### src/design/b64d_pkg.sv
// Shared types, constants and the character map of the base64url decoder.
package b64d_pkg;

    // Default depth of the queue between front and back
    localparam int QUEUE_DEPTH = 4;

    // Characters with a meaning of their own
    localparam logic [7:0] PAD_CHAR        = 8'd61;  // '='
    localparam logic [7:0] CHAR_DASH       = 8'd45;  // '-'
    localparam logic [7:0] CHAR_UNDERSCORE = 8'd95;  // '_'
    localparam logic [7:0] CHAR_UPPER_A    = 8'd65;
    localparam logic [7:0] CHAR_UPPER_Z    = 8'd90;
    localparam logic [7:0] CHAR_LOWER_A    = 8'd97;
    localparam logic [7:0] CHAR_LOWER_Z    = 8'd122;
    localparam logic [7:0] CHAR_DIGIT_0    = 8'd48;
    localparam logic [7:0] CHAR_DIGIT_9    = 8'd57;

    localparam logic [5:0] SEXTET_LOWER_BASE = 6'd26;
    localparam logic [5:0] SEXTET_DIGIT_BASE = 6'd52;
    localparam logic [5:0] SEXTET_DASH       = 6'd62;
    localparam logic [5:0] SEXTET_UNDERSCORE = 6'd63;

    // Byte count codes of a job; status-only means one result with no byte
    localparam logic [1:0] NBYTES_STATUS = 2'd0;
    localparam logic [1:0] NBYTES_ONE    = 2'd1;
    localparam logic [1:0] NBYTES_TWO    = 2'd2;
    localparam logic [1:0] NBYTES_THREE  = 2'd3;

    // Decoded character: bad set when outside the alphabet (value then zero)
    typedef struct packed {
        logic       bad;
        logic [5:0] val;
    } sextet_t;

    // One decoded group or end-of-text status, handed from front to back
    typedef struct packed {
        logic [2:0][7:0] bytes;   // bytes[0] goes out first
        logic [1:0]      nbytes;  // NBYTES_STATUS: one result without a byte
        logic            done;    // text ends with this job
        logic            err;     // error flag for a status-only job
    } job_t;

    function automatic sextet_t sextet_of(input logic [7:0] c);
        sextet_t s;
        s.bad = 1'b0;
        s.val = '0;
        if (c >= CHAR_UPPER_A && c <= CHAR_UPPER_Z)
            s.val = 6'(c - CHAR_UPPER_A);
        else if (c >= CHAR_LOWER_A && c <= CHAR_LOWER_Z)
            s.val = 6'(c - CHAR_LOWER_A) + SEXTET_LOWER_BASE;
        else if (c >= CHAR_DIGIT_0 && c <= CHAR_DIGIT_9)
            s.val = 6'(c - CHAR_DIGIT_0) + SEXTET_DIGIT_BASE;
        else if (c == CHAR_DASH)
            s.val = SEXTET_DASH;
        else if (c == CHAR_UNDERSCORE)
            s.val = SEXTET_UNDERSCORE;
        else
            s.bad = 1'b1;
        return s;
    endfunction

endpackage

### src/design/b64d_front.sv
// Front end: accepts characters, tracks the group and builds decode jobs.
module b64d_front (
    input  logic              clk,
    input  logic              rst_n,
    input  logic              in_valid,
    output logic              in_ready,
    input  logic [7:0]        char_code,
    input  logic              last_char,
    input  logic              empty_text,
    output logic              job_valid,
    output b64d_pkg::job_t    job,
    input  logic              job_ready
);

    logic [1:0] pos_reg, pos_next;
    logic       failed_reg, failed_next;
    logic [7:0] held_reg [3];

    logic            accept;
    logic            emit;
    b64d_pkg::job_t  job_c;
    b64d_pkg::sextet_t s0, s1, s2, s3;
    logic            all_good;
    logic            held_wr;

    // Accept only while the queue has a free slot
    assign in_ready = job_ready;
    assign accept   = in_valid & in_ready;

    assign s0 = b64d_pkg::sextet_of(held_reg[0]);
    assign s1 = b64d_pkg::sextet_of(held_reg[1]);
    assign s2 = b64d_pkg::sextet_of(held_reg[2]);
    assign s3 = b64d_pkg::sextet_of(char_code);
    assign all_good = ~(s0.bad | s1.bad | s2.bad | s3.bad);

    // Classify the character and build the job
    always_comb
    begin
        emit          = 1'b0;
        pos_next      = pos_reg;
        failed_next   = failed_reg;
        held_wr       = 1'b0;
        job_c         = '0;
        job_c.bytes[0] = {s0.val, s1.val[5:4]};
        job_c.bytes[1] = {s1.val[3:0], s2.val[5:2]};
        job_c.bytes[2] = {s2.val[1:0], s3.val};
        job_c.nbytes  = b64d_pkg::NBYTES_STATUS;
        job_c.done    = last_char;
        job_c.err     = 1'b0;

        if (empty_text)
        begin
            emit        = 1'b1;
            job_c.done  = 1'b1;
            job_c.err   = failed_reg | (pos_reg != 2'd0);
            pos_next    = 2'd0;
            failed_next = 1'b0;
        end
        else if (failed_reg)
        begin
            // skip characters until the text ends
            if (last_char)
            begin
                emit        = 1'b1;
                job_c.err   = 1'b1;
                pos_next    = 2'd0;
                failed_next = 1'b0;
            end
        end
        else if (pos_reg != 2'd3)
        begin
            held_wr  = 1'b1;
            pos_next = pos_reg + 2'd1;
            // text ends inside a group
            if (last_char)
            begin
                emit      = 1'b1;
                job_c.err = 1'b1;
                pos_next  = 2'd0;
            end
        end
        else
        begin
            // fourth character completes the group
            pos_next = 2'd0;
            if (!last_char)
            begin
                if (all_good)
                begin
                    emit         = 1'b1;
                    job_c.nbytes = b64d_pkg::NBYTES_THREE;
                end
                else
                    failed_next = 1'b1;
            end
            else
            begin
                emit = 1'b1;
                if (!s0.bad && !s1.bad && held_reg[2] == b64d_pkg::PAD_CHAR
                    && char_code == b64d_pkg::PAD_CHAR)
                    job_c.nbytes = b64d_pkg::NBYTES_ONE;
                else if (!s0.bad && !s1.bad && !s2.bad
                         && char_code == b64d_pkg::PAD_CHAR)
                    job_c.nbytes = b64d_pkg::NBYTES_TWO;
                else if (all_good)
                    job_c.nbytes = b64d_pkg::NBYTES_THREE;
                else
                    job_c.err = 1'b1;
                failed_next = 1'b0;
            end
        end
    end

    assign job_valid = accept & emit;
    assign job       = job_c;

    // Group and failure state
    always_ff @(posedge clk or negedge rst_n)
    begin
        if (!rst_n)
        begin
            pos_reg    <= 2'd0;
            failed_reg <= 1'b0;
        end
        else if (accept)
        begin
            pos_reg    <= pos_next;
            failed_reg <= failed_next;
        end
    end

    // Held characters of the open group
    always_ff @(posedge clk)
    begin
        if (accept && held_wr)
            held_reg[pos_reg] <= char_code;
    end

endmodule

### src/design/b64d_queue.sv
// Small job queue between the front and back ends.
module b64d_queue #(
    parameter int DEPTH = b64d_pkg::QUEUE_DEPTH
) (
    input  logic              clk,
    input  logic              rst_n,
    input  logic              push_valid,
    output logic              push_ready,
    input  b64d_pkg::job_t    push_job,
    output logic              pop_valid,
    input  logic              pop_ready,
    output b64d_pkg::job_t    pop_job
);

    localparam int PTR_W = (DEPTH > 1) ? $clog2(DEPTH) : 1;
    localparam int CNT_W = $clog2(DEPTH + 1);

    b64d_pkg::job_t    slot_reg [DEPTH];
    logic [PTR_W-1:0]  wr_ptr_reg, rd_ptr_reg;
    logic [CNT_W-1:0]  count_reg;
    logic              wr, rd;

    assign push_ready = (count_reg != CNT_W'(DEPTH));
    assign pop_valid  = (count_reg != '0);
    assign pop_job    = slot_reg[rd_ptr_reg];
    assign wr         = push_valid & push_ready;
    assign rd         = pop_valid & pop_ready;

    // Pointers and fill count
    always_ff @(posedge clk or negedge rst_n)
    begin
        if (!rst_n)
        begin
            wr_ptr_reg <= '0;
            rd_ptr_reg <= '0;
            count_reg  <= '0;
        end
        else
        begin
            if (wr)
                wr_ptr_reg <= (wr_ptr_reg == PTR_W'(DEPTH - 1)) ? '0 : wr_ptr_reg + PTR_W'(1);
            if (rd)
                rd_ptr_reg <= (rd_ptr_reg == PTR_W'(DEPTH - 1)) ? '0 : rd_ptr_reg + PTR_W'(1);
            if (wr && !rd)
                count_reg <= count_reg + CNT_W'(1);
            else if (rd && !wr)
                count_reg <= count_reg - CNT_W'(1);
        end
    end

    // Storage
    always_ff @(posedge clk)
    begin
        if (wr)
            slot_reg[wr_ptr_reg] <= push_job;
    end

endmodule

### src/design/b64d_back.sv
// Back end: splits each job into result requests behind an output register.
module b64d_back (
    input  logic              clk,
    input  logic              rst_n,
    input  logic              job_valid,
    output logic              job_ready,
    input  b64d_pkg::job_t    job,
    output logic              out_valid,
    input  logic              out_ready,
    output logic [7:0]        out_byte,
    output logic              out_byte_valid,
    output logic              out_done,
    output logic              out_err
);

    b64d_pkg::job_t cur_reg;
    logic           cur_valid_reg;
    logic [1:0]     idx_reg;

    logic           out_valid_reg;
    logic [7:0]     out_byte_reg;
    logic           out_bvalid_reg;
    logic           out_done_reg;
    logic           out_err_reg;

    logic           load_out;
    logic           status_only;
    logic           last_of_job;
    logic           take;

    assign status_only = (cur_reg.nbytes == b64d_pkg::NBYTES_STATUS);
    assign last_of_job = status_only | ((idx_reg + 2'd1) == cur_reg.nbytes);
    assign load_out    = cur_valid_reg & (~out_valid_reg | out_ready);
    assign take        = job_valid & (~cur_valid_reg | (load_out & last_of_job));
    assign job_ready   = take;

    // Current job and byte index
    always_ff @(posedge clk or negedge rst_n)
    begin
        if (!rst_n)
        begin
            cur_valid_reg <= 1'b0;
            idx_reg       <= 2'd0;
        end
        else
        begin
            if (take)
            begin
                cur_valid_reg <= 1'b1;
                idx_reg       <= 2'd0;
            end
            else if (load_out)
            begin
                if (last_of_job)
                    cur_valid_reg <= 1'b0;
                else
                    idx_reg <= idx_reg + 2'd1;
            end
        end
    end

    always_ff @(posedge clk)
    begin
        if (take)
            cur_reg <= job;
    end

    // Output register
    always_ff @(posedge clk or negedge rst_n)
    begin
        if (!rst_n)
            out_valid_reg <= 1'b0;
        else if (load_out)
            out_valid_reg <= 1'b1;
        else if (out_ready)
            out_valid_reg <= 1'b0;
    end

    always_ff @(posedge clk)
    begin
        if (load_out)
        begin
            if (status_only)
            begin
                out_byte_reg   <= 8'd0;
                out_bvalid_reg <= 1'b0;
                out_done_reg   <= 1'b1;
                out_err_reg    <= cur_reg.err;
            end
            else
            begin
                out_byte_reg   <= cur_reg.bytes[idx_reg];
                out_bvalid_reg <= 1'b1;
                out_done_reg   <= cur_reg.done & last_of_job;
                out_err_reg    <= 1'b0;
            end
        end
    end

    assign out_valid      = out_valid_reg;
    assign out_byte       = out_byte_reg;
    assign out_byte_valid = out_bvalid_reg;
    assign out_done       = out_done_reg;
    assign out_err        = out_err_reg;

endmodule

### src/design/base64url_stream_decoder.sv
// Top level of the streaming base64url decoder.
// Usage:
//   Input stream: one character per request; tdata = character byte,
//   tlast = last character of the text, tuser = empty-text marker (the
//   request carries no character and closes the text).
//   Output stream: one decoded byte per request; tdata = byte, tlast = final
//   result of the text, tuser[0] = byte present, tuser[1] = malformed text.
//   A text that ends without bytes (empty, or malformed) gives one request
//   with tuser[0] low and tlast high.
// Timing:
//   One character is taken every cycle while the queue has room. The front
//   end classifies it and pushes a job into a job queue; the back end
//   drains the queue one output request per cycle, while the receiver is
//   ready, from its output register. Bar empty texts, no input request
//   makes more outputs than the characters it closes: the back end keeps up.
// Reset clears the group position, failure mark, queue and output register.
// When the receiver stalls the output register holds, the queue fills
// (QUEUE_DEPTH jobs), and s_axis_tready then drops until a slot frees.
module base64url_stream_decoder #(
    parameter int QUEUE_DEPTH = b64d_pkg::QUEUE_DEPTH
) (
    input  logic       clk,
    input  logic       rst_n,
    input  logic       s_axis_tvalid,
    output logic       s_axis_tready,
    input  logic [7:0] s_axis_tdata,   // [7:0] char_code
    input  logic       s_axis_tlast,   // last_char
    input  logic       s_axis_tuser,   // empty_text
    output logic       m_axis_tvalid,
    input  logic       m_axis_tready,
    output logic [7:0] m_axis_tdata,   // [7:0] data_byte
    output logic       m_axis_tlast,   // done_res
    output logic [1:0] m_axis_tuser    // [0] byte_valid, [1] error
);

    logic           push_valid, push_ready;
    b64d_pkg::job_t push_job;
    logic           pop_valid, pop_ready;
    b64d_pkg::job_t pop_job;
    logic           bvalid, err;

    b64d_front u_front (
        .clk        (clk),
        .rst_n      (rst_n),
        .in_valid   (s_axis_tvalid),
        .in_ready   (s_axis_tready),
        .char_code  (s_axis_tdata),
        .last_char  (s_axis_tlast),
        .empty_text (s_axis_tuser),
        .job_valid  (push_valid),
        .job        (push_job),
        .job_ready  (push_ready)
    );

    b64d_queue #(
        .DEPTH (QUEUE_DEPTH)
    ) u_queue (
        .clk        (clk),
        .rst_n      (rst_n),
        .push_valid (push_valid),
        .push_ready (push_ready),
        .push_job   (push_job),
        .pop_valid  (pop_valid),
        .pop_ready  (pop_ready),
        .pop_job    (pop_job)
    );

    b64d_back u_back (
        .clk            (clk),
        .rst_n          (rst_n),
        .job_valid      (pop_valid),
        .job_ready      (pop_ready),
        .job            (pop_job),
        .out_valid      (m_axis_tvalid),
        .out_ready      (m_axis_tready),
        .out_byte       (m_axis_tdata),
        .out_byte_valid (bvalid),
        .out_done       (m_axis_tlast),
        .out_err        (err)
    );

    assign m_axis_tuser = {err, bvalid};

endmodule
### config.mk
export PLATFORM = sky130hd
export DESIGN_NAME = base64url_stream_decoder
export DESIGN_NICKNAME = d
export VERILOG_FILES = /design/src/design/b64d_pkg.sv /design/src/design/b64d_front.sv /design/src/design/b64d_queue.sv /design/src/design/b64d_back.sv /design/src/design/base64url_stream_decoder.sv
export SDC_FILE = /design/constraint.sdc
export NUM_CORES = 1
export LEC_CHECK = 0
export BUFFER_PORTS_ARGS = -buffer_cell sky130_fd_sc_hd__buf_2
export CORE_MARGIN = 5
export CORE_UTILIZATION = 30
export DETAILED_ROUTE_END_ITERATION = 10
export PLACE_DENSITY = 0.47
export SYNTH_ARGS = -nofsm -noshare
export SYNTH_HDL_FRONTEND = slang
export SYNTH_HIERARCHICAL = 1
export SYNTH_SLANG_ARGS = --single-unit
### constraint.sdc
create_clock -name clk -period 7.1 [get_ports clk]
set_input_delay 0.71 -clock clk [delete_from_list [all_inputs] [get_ports clk]]
set_output_delay 0.71 -clock clk [all_outputs]
set_load 0.1 [all_outputs]
==> results of run 1 <==
per-stage QoR:
step / worst slack [ps] / utilization / hold slack, ps
after global placement: 2850 / 0.318 / 485
final: 3020 / 0.338 / 213
after detailed placement: 2820 / 0.318 / 487
after floorplan: 3190 / - / 414
after global routing: 2710 / 0.338 / 231
after CTS: 3020 / 0.338 / 216
per-layer routing:
metal	vias up	global-route usage	wire, µm
met5	-	0	0
met3	10	0.0230	772
met2	127	0.179	9110
met1	2846	0.164	9880
met4	0	0.0286	178
li1	2757	-	-
path summary, 6_finish.rpt:
path,startpoint,end,slack (ps),cells past startpoint
worst max-delay path,u_front/held_reg[1][2],u_queue/count_reg[2],3020,16
min in group clk,u_queue/count_reg[2],u_queue/count_reg[2],500,1
max in group asynchronous,rst_n,u_queue/rd_ptr_reg[0],6560,1
worst max register to register,u_front/held_reg[1][2],u_queue/count_reg[2],3020,16
worst min register to register,u_queue/count_reg[2],u_queue/count_reg[2],500,1
worst min-delay path,rst_n,u_queue/count_reg[0],210,1
area by class of cell:
type / count / area, µm² / share of cell area
tap: 402 / 503 / 0.0472
clock buffer: 17 / 425 / 0.0400
inverter: 37 / 139 / 0.0130
sequential: 189 / 5610 / 0.527
clock inverter: 15 / 198 / 0.0186
multi-input combinational: 459 / 3610 / 0.339
timing repair buffer: 31 / 168 / 0.0157
placed cells by master (no fill, tap or decap), types with 5 or more instances in the layout:
cell type and n:
a211oi_1 8, nand2_1 38, inv_1 37, mux2i_1 9
a21oi_1 55, xor2_1 8, nor3_1 14, ha_1 46
nand3_1 16, xnor2_1 7, buf_2 26, mux4_2 28
buf_4 5, clkbuf_16 17, a21o_1 6, or2_2 5
nor4_1 6, nand2b_1 14, edfxtp_1 175, and2_1 6
dfrtp_1 13, o21ai_0 32, o211ai_1 5, nand4_1 5
or2_1 6, clkinv_8 5, nor2b_1 15, nor2_1 41
synthesized netlist by cell type, types with 3 or more instances:
cell,number
buf_6,5
and2_1,6
or2_1,6
or2_2,5
o21ai_2,3
nand3_1,16
mux4_2,28
o22ai_1,3
nor3_1,14
xor2_1,8
a21o_1,6
dfrtp_1,14
nand3b_1,4
nor2b_1,15
mux2_2,3
o21a_1,3
and3_2,4
a311oi_1,4
mux2i_1,9
edfxtp_1,175
nand2_1,38
a211oi_1,8
ha_1,46
clkbuf_1,5
buf_4,4
o211ai_1,5
inv_1,37
a21oi_1,55
nand2b_1,14
buf_2,10
xnor2_1,7
nor4_1,6
and3_1,3
o21ai_0,32
a31oi_1,4
nor2_1,41
nor3b_1,4
nand4_1,5
power groups by stage:
stage / clock network [mW] / registers, mW / logic [mW]
2_1_floorplan: 0 / 1.85 / 0.735
3_3_place_gp: 0 / 1.72 / 1.12
3_5_place_dp: 0 / 1.72 / 1.12
4_1_cts: 1.00 / 1.70 / 1.13
5_1_grt: 1.06 / 1.72 / 1.21
6_report: 0.976 / 1.69 / 1.10
kinds of logic (layout without fill, tap and decap cells):
| logic type | count (synthesis) | after routing | synth area share |
|---|---|---|---|
| adders and majority gates | 47 | 47 | 0.0624 |
| and+or+nand+nor | 201 | 201 | 0.116 |
| AOI/OAI and AO/OA | 154 | 154 | 0.103 |
| xor gates and xnor gates | 15 | 15 | 0.0138 |
| DFF | 189 | 189 | 0.588 |
| buffers and inverters | 66 | 100 | 0.0348 |
| muxes | 42 | 42 | 0.0822 |
==> run metrics, run 1 <==
Synthesized Nets=775; Area growth, synth to finish=11.6%; PortBufs=26; # DRC=0; sequential share of power=0.449; final worst path period share=0.575; crit path max-delay cell type=edfxtp_1; async set or reset register ratio after synthesis=0.0741; CP startpoint kind=register; total CTS buffers=17; Routability Congestion=0.773; Post-synth EDFFs=around 180; Reg clk slew, reported paths=about 90 ps; fin area=10600 µm²; placed cells=roughly 1100; final hold vios=0; CTS Hold Bufs=0; Yosys reg bits=189; clk sinks=about 190; largest net degree at the start of global routing=32; initial antenna violation count=0; Fin Clk Skew=between 15 and 20 ps; Finish-stage setup viols=0; shortest period the worst path allows=4080 ps; H-tree depth=4; Design Power=around 3.8 mW; crit path max fanout=12; layout cells sized above 1=0.160; critical path cell sequence=inv_1, ha_1, a21boi_0, or2_2, a311o_1, nand2b_1, nand2_1, or3_1, a21oi_1, and2_4, ha_1, inv_1, fa_1, xor2_1, nor2_1, xor2_1; internal power=about 2.4 mW; CTS Buffer Depth=2; I/O pin cnt=27; via-per-instance ratio=around 5; share of the synthesized area in the top cell type=0.551; Seq/Total Area, Yosys=0.588; Hold Path Class=in -> async; gr usage total=0.114; die area=35500 µm²; hpwl dp=about 14 mm; Max Cap Viol=0; dominant cell type by area after synthesis=edfxtp_1; power share of the combinational group=0.292; Wirelength per Cell=17.3 µm; Nets=between 700 and 800; worst-margin pin slew=around 1000 ps; RSZ-0062 raised after global routing=false; clock network power share=0.259; post-CTS sizing=0; Die H=between 150 and 200 µm; ANT cells=0; data required time of the worst path=7470 ps; synth top area cells=edfxtp_1 (55%), mux4_2 (6.6%), ha_1 (6.0%); sum of buffers and inverters on the critical path=2; Worst Path Arrival=4450 ps; CTS tree=done; max reg flops=roughly 110; first-pass GRT wire length=about 32 mm; cell count after synthesis=714; WL final=around 20 mm; vias in the first global route=5733; Crit. End Element=register; # fillers=3053; library cells used by synthesis=83; Post-CTS Setup Bufs=0; yosys synthesis warning count=6; Die X=188 µm; drt first-iter violations=368; FMAX=between 0.2 and 0.25 GHz; grt ovf=0; Rows=65; Pins Over Slew Limit=0; Area after DPL=between 10000 and 15000 µm²; switching power=~1.3 mW; Cell Area, Synth=9540 µm²; Worst slew margin=0.305; Clk Latency, worst-skew pair=around 440 ps; cell family with most CP delay=simple AND/OR/NAND/NOR gates; initial core utilization=0.303; net switching fraction of the power=0.353; Top FF cell, synth=edfxtp_1; root buffer cell=clkbuf_16; CP peak stage delay=around 600 ps; via count=roughly 5700; TNS Setup=0 ps; status=completed; CORE AREA=31500 µm²; Max VDD drop=about 0.16 mV; Final ANT Viol Nets=0; Finished Layout Cells=roughly 1200; Mapped Avg Cell Area=13.4 µm²; leakage=about 3.7 nW; Pwr per Cell Area=about 350 nW/µm²; critical path type=reg -> reg; drt pass-1 iters=5
No activity file was read; power rests on OpenSTA's default activity.
==> inputs of run 2 (changes only) <==
==> constraint.sdc (replaced) <==
create_clock -name clk -period 4.2 [get_ports clk]
set_input_delay 0.42 -clock clk [delete_from_list [all_inputs] [get_ports clk]]
set_output_delay 0.42 -clock clk [all_outputs]
set_load 0.1 [all_outputs]
==> run metrics, run 2 (same netlist as run 1, synthesis figures left out) <==
status=completed; hpwl dp=around 14 mm; drt first-iter violations=about 280; CTS Buffer Depth=2; Finish-stage setup viols=0; TNS Setup=0 ps; Pwr per Cell Area=596 nW/µm²; WL final=~20 mm; Worst Path Arrival=about 4100 ps; critical path type=reg -> reg; Nets=813; die area=35500 µm²; H-tree depth=4; Worst slew margin=0.300; net switching fraction of the power=0.338; root buffer cell=clkbuf_16; ANT cells=0; largest net degree at the start of global routing=31; Max VDD drop=just under 0.4 mV; max reg flops=112; sequential share of power=0.459; clock network power share=0.260; leakage=between 3 and 4 nW; Fin Clk Skew=about 14 ps; # DRC=0; drt pass-1 iters=4; RR Startpoint=u_front/held_reg[1][3]; vias in the first global route=5706; final worst path period share=0.899; switching power=around 2.2 mW; CORE AREA=roughly 31000 µm²; crit path max fanout=10; Post-CTS Setup Bufs=0; WHS=between 200 and 250 ps; CP startpoint kind=register; Rows=65; CTS tree=done; Area growth, synth to finish=13.5%; internal power=4.27 mW; initial antenna violation count=0; worst-margin pin slew=1020 ps; RSZ-0062 raised after global routing=false; Pins Over Slew Limit=0; Clk Latency, worst-skew pair=roughly 430 ps; worst slack, placed=between 300 and 400 ps; Die X=between 150 and 200 µm; initial core utilization=0.303; shortest period the worst path allows=around 3800 ps; data required time of the worst path=approximately 4600 ps; Reg clk slew, reported paths=~70 ps; Routability Congestion=roughly 0.82; Finished Layout Cells=approximately 1200; via count=5700; FF-to-FF End=u_queue/count_reg[2]; Final ANT Viol Nets=0; Hold Path Class=in -> reg; gr usage total=0.116; Max Cap Viol=0; grt ovf=0; reg2reg setup slack=about 420 ps; commonest non-fill, non-tap cell in the layout=edfxtp_1; commonest non-fill, non-tap cells in the layout=edfxtp_1 (175), a21oi_1 (54), ha_1 (46); Wirelength per Cell=between 15 and 20 µm; total CTS buffers=17; final hold vios=0; worst setup path endpoint=u_queue/count_reg[2]; FMAX=0.265 GHz; layout cells sized above 1=0.179; PortBufs=26; Crit. End Element=register; first-pass GRT wire length=roughly 33 mm; setup ws final=around 420 ps; via-per-instance ratio=between 4 and 5; power share of the combinational group=0.281; Die H=about 190 µm; I/O pin cnt=27; worst r2r path cells=15; crit path from=u_front/held_reg[1][3]; clk sinks=about 190; placed cells=1134
## run 2: repair_timing
action                                 in CTS  in global routing
resized for setup                           0                  1
hold buffers                                1                  0
setup endpoints to repair                   0                  1
endpoints found under the hold margin      14                  0
## run 2: layout make-up
class	count	area (µm²)
Multi-Input combinational cell	459	3610
Tap cell	402	503
Clock inverter	11	133
Sequential cell	189	5610
Fill cell	3026	20600
Clock buffer	21	493
Inverter	37	139
Timing Repair Buffer	48	348
## run 2: worst min-delay path by stage
stage / slack, ps / end / cells after the start / start
final: 250 / u_front/held_reg[2][2] / 1 / s_axis_tdata[2]
after global routing: 240 / u_front/held_reg[2][2] / 1 / s_axis_tdata[2]
after CTS: 230 / u_front/held_reg[2][2] / 1 / s_axis_tdata[2]
after detailed placement: 400 / u_back/idx_reg[1] / 1 / rst_n
after global placement: 400 / u_back/idx_reg[1] / 1 / rst_n
after floorplan: 120 / u_back/cur_valid_reg / 0 / rst_n
## run 2: stage by stage
| stage | instance area, µm² | total power [mW] | utilization |
|---|---|---|---|
| floorplan | 9540 | 4.36 | - |
| global placement | 10200 | 4.85 | 0.324 |
| finish | 10800 | 6.45 | 0.344 |
| global route | 10800 | 6.80 | 0.344 |
| detailed placement | 10200 | 4.86 | 0.324 |
| CTS | 10800 | 6.55 | 0.344 |
## run 2: worst max-delay path: stages (launching register included)
cell	delay, ps
edfxtp_1	540
ha_1	310
a21boi_0	130
or2_2	290
a311o_1	370
nand2b_1	130
nand2_1	100
or3_1	380
a21oi_2	240
and2_4	210
ha_1	180
inv_1	60
fa_1	370
xor2_1	150
nor2_1	120
xor2_1	150
## run 2: power by group through the flow
| stage | sequential, mW | clock [mW] | combinational [mW] |
|---|---|---|---|
| after detailed placement | 3.02 | 0 | 1.84 |
| after global routing | 3.02 | 1.82 | 1.96 |
| final | 2.96 | 1.68 | 1.81 |
| after global placement | 3.01 | 0 | 1.84 |
| after floorplan | 3.12 | 0 | 1.24 |
| after CTS | 2.98 | 1.73 | 1.84 |
## run 2: metal layers
metal,global-route usage,wire [µm],vias up
met5,0,0,-
met4,0.0269,169,0
met3,0.0254,602,13
met2,0.181,9220,81
met1,0.168,10200,2812
li1,-,-,2794
==> inputs of run 3 (changes only) <==
--- a/config.mk
+++ b/config.mk
@@ -5,10 +5,10 @@
 export SDC_FILE = /design/constraint.sdc
 export NUM_CORES = 1
 export LEC_CHECK = 0
-export BUFFER_PORTS_ARGS = -buffer_cell sky130_fd_sc_hd__buf_2
 export CORE_MARGIN = 5
 export CORE_UTILIZATION = 30
 export DETAILED_ROUTE_END_ITERATION = 10
+export DONT_BUFFER_PORTS = 1
 export PLACE_DENSITY = 0.47
 export SYNTH_ARGS = -nofsm -noshare
 export SYNTH_HDL_FRONTEND = slang
==> run metrics, run 3 (same netlist as run 1, synthesis figures left out) <==
Wirelength per Cell=between 15 and 20 µm; Worst slew margin=0.222; PortBufs=0; TNS Setup=0 ps; vias in the first global route=~5500; Die H=roughly 190 µm; initial core utilization=0.303; Pins Over Slew Limit=0; shortest period the worst path allows=3820 ps; drt first-iter violations=~360; Fin Clk Skew=roughly 11 ps; placed cells=between 1000 and 1500; largest net degree at the start of global routing=31; status=completed; Nets=around 790; Finished Layout Cells=1141; worst-margin pin slew=about 1100 ps; Max VDD drop=between 0.2 and 0.3 mV; Pwr per Cell Area=roughly 600 nW/µm²; Clk Latency, worst-skew pair=around 430 ps; clk sinks=approximately 190; CP startpoint kind=register; Rows=65; FMAX=between 0.2 and 0.3 GHz; Area growth, synth to finish=11.8%; final hold vios=0; Worst Path Arrival=about 4200 ps; I/O pin cnt=27; Reg clk slew, reported paths=70 ps; critical path type=reg -> reg; via-per-instance ratio=4.95; total CTS buffers=17; max reg flops=between 100 and 150; Max Cap Viol=0; RSZ-0062 raised after global routing=false; final worst path period share=0.910; ANT cells=0; root buffer cell=clkbuf_16; drt pass-1 iters=5; crit path max fanout=7; data required time of the worst path=approximately 4600 ps; # fillers=2990; layout cells sized above 1=0.149; commonest non-fill, non-tap cells in the layout=edfxtp_1 (175), a21oi_1 (55), ha_1 (46); CTS tree=done; Die X=roughly 190 µm; gr usage total=0.115; initial antenna violation count=0; hpwl dp=roughly 14 mm; first-pass GRT wire length=about 32 mm; Crit. End Element=register; WL final=between 20 and 25 mm; via count=between 5000 and 6000; grt ovf=0; Routability Congestion=0.800; leakage=3.71 nW; Post-CTS Setup Bufs=0; # DRC=0; Finish-stage setup viols=0; die area=approximately 35000 µm²; WHS=slightly below 90 ps; H-tree depth=4; Hold Path Class=in -> reg; commonest non-fill, non-tap cell in the layout=edfxtp_1; CORE AREA=31500 µm²; CTS Buffer Depth=2; Final ANT Viol Nets=0
==> run 3: changes by cell type in the layout (fill, tap and decap cells not counted), sizes merged <==
cell	before	now
clkbuf	21	18
inv	45	44
buf	47	21
clkinvlp	0	3
clkinv	2	3
==> run 3: path summary, 6_finish.rpt <==
check                           depth (start not counted)                      to                   start  slack [ps]
worst max-delay path                                   16    u_queue/count_reg[2]  u_front/held_reg[2][0]         380
worst min-delay path                                    0  u_front/held_reg[2][3]         s_axis_tdata[3]          90
worst max register to register                         16    u_queue/count_reg[2]  u_front/held_reg[2][0]         380
worst min register to register                          1    u_queue/count_reg[2]    u_queue/count_reg[2]         480
max in group asynchronous                               1   u_queue/rd_ptr_reg[1]                   rst_n        3140
min in group asynchronous                               1       u_back/idx_reg[1]                   rst_n         510
==> run 3: report_power, final <==
part	leakage (nW)	switching [mW]	internal, mW
clock network	0.282	0.752	0.853
logic	1.63	0.704	0.662
registers	1.79	0.703	2.64
==> run 3: metal layers <==
metal  share of wire  vias up  GRT usage
met5               0        -          0
met4          0.0064        0     0.0235
met3           0.037        6     0.0261
met2            0.47      101      0.183
met1            0.49     2804      0.162
li1                -     2738          -
==> run 3: area by class of cell <==
class / count / area (µm²) / area share
Sequential cell: 189 / 5610 / 0.526
Multi-Input combinational cell: 459 / 3600 / 0.338
Tap cell: 402 / 503 / 0.0471
Clock buffer: 18 / 429 / 0.0402
Timing Repair Buffer: 22 / 218 / 0.0204
Clock inverter: 14 / 168 / 0.0157
Inverter: 37 / 139 / 0.0130
==> run 3: metrics by stage <==
| step | setup slack (ps) | power (mW) | util | area [µm²] |
|---|---|---|---|---|
| 3_3_place_gp | 397 | 4.80 | 0.320 | 10100 |
| 6_report | 377 | 6.32 | 0.339 | 10700 |
| 5_1_grt | 3.26 | 6.67 | 0.339 | 10700 |
| 3_5_place_dp | 351 | 4.80 | 0.320 | 10100 |
| 2_1_floorplan | 584 | 4.36 | - | 9540 |
| 4_1_cts | 329 | 6.42 | 0.339 | 10700 |
==> run 3: timing repair <==
item,CTS,global route
hold buffers,1,0
endpoints found under the hold margin,14,0
endpoints found under the setup margin,0,2
resized for setup,0,1
==> run 3: worst max-delay path, cell delays in order (launching register included) <==
cell and delay [ps]:
edfxtp_1 480, inv_1 130, ha_1 300, nor2b_1 160, o21ai_0 300, a211oi_2 180, o21ai_2 250, o21ai_2 100
or3_1 320, a21oi_1 290, and2_4 230, ha_1 180, inv_1 60, fa_1 370, xor2_1 150, nor2_1 110
xor2_1 150
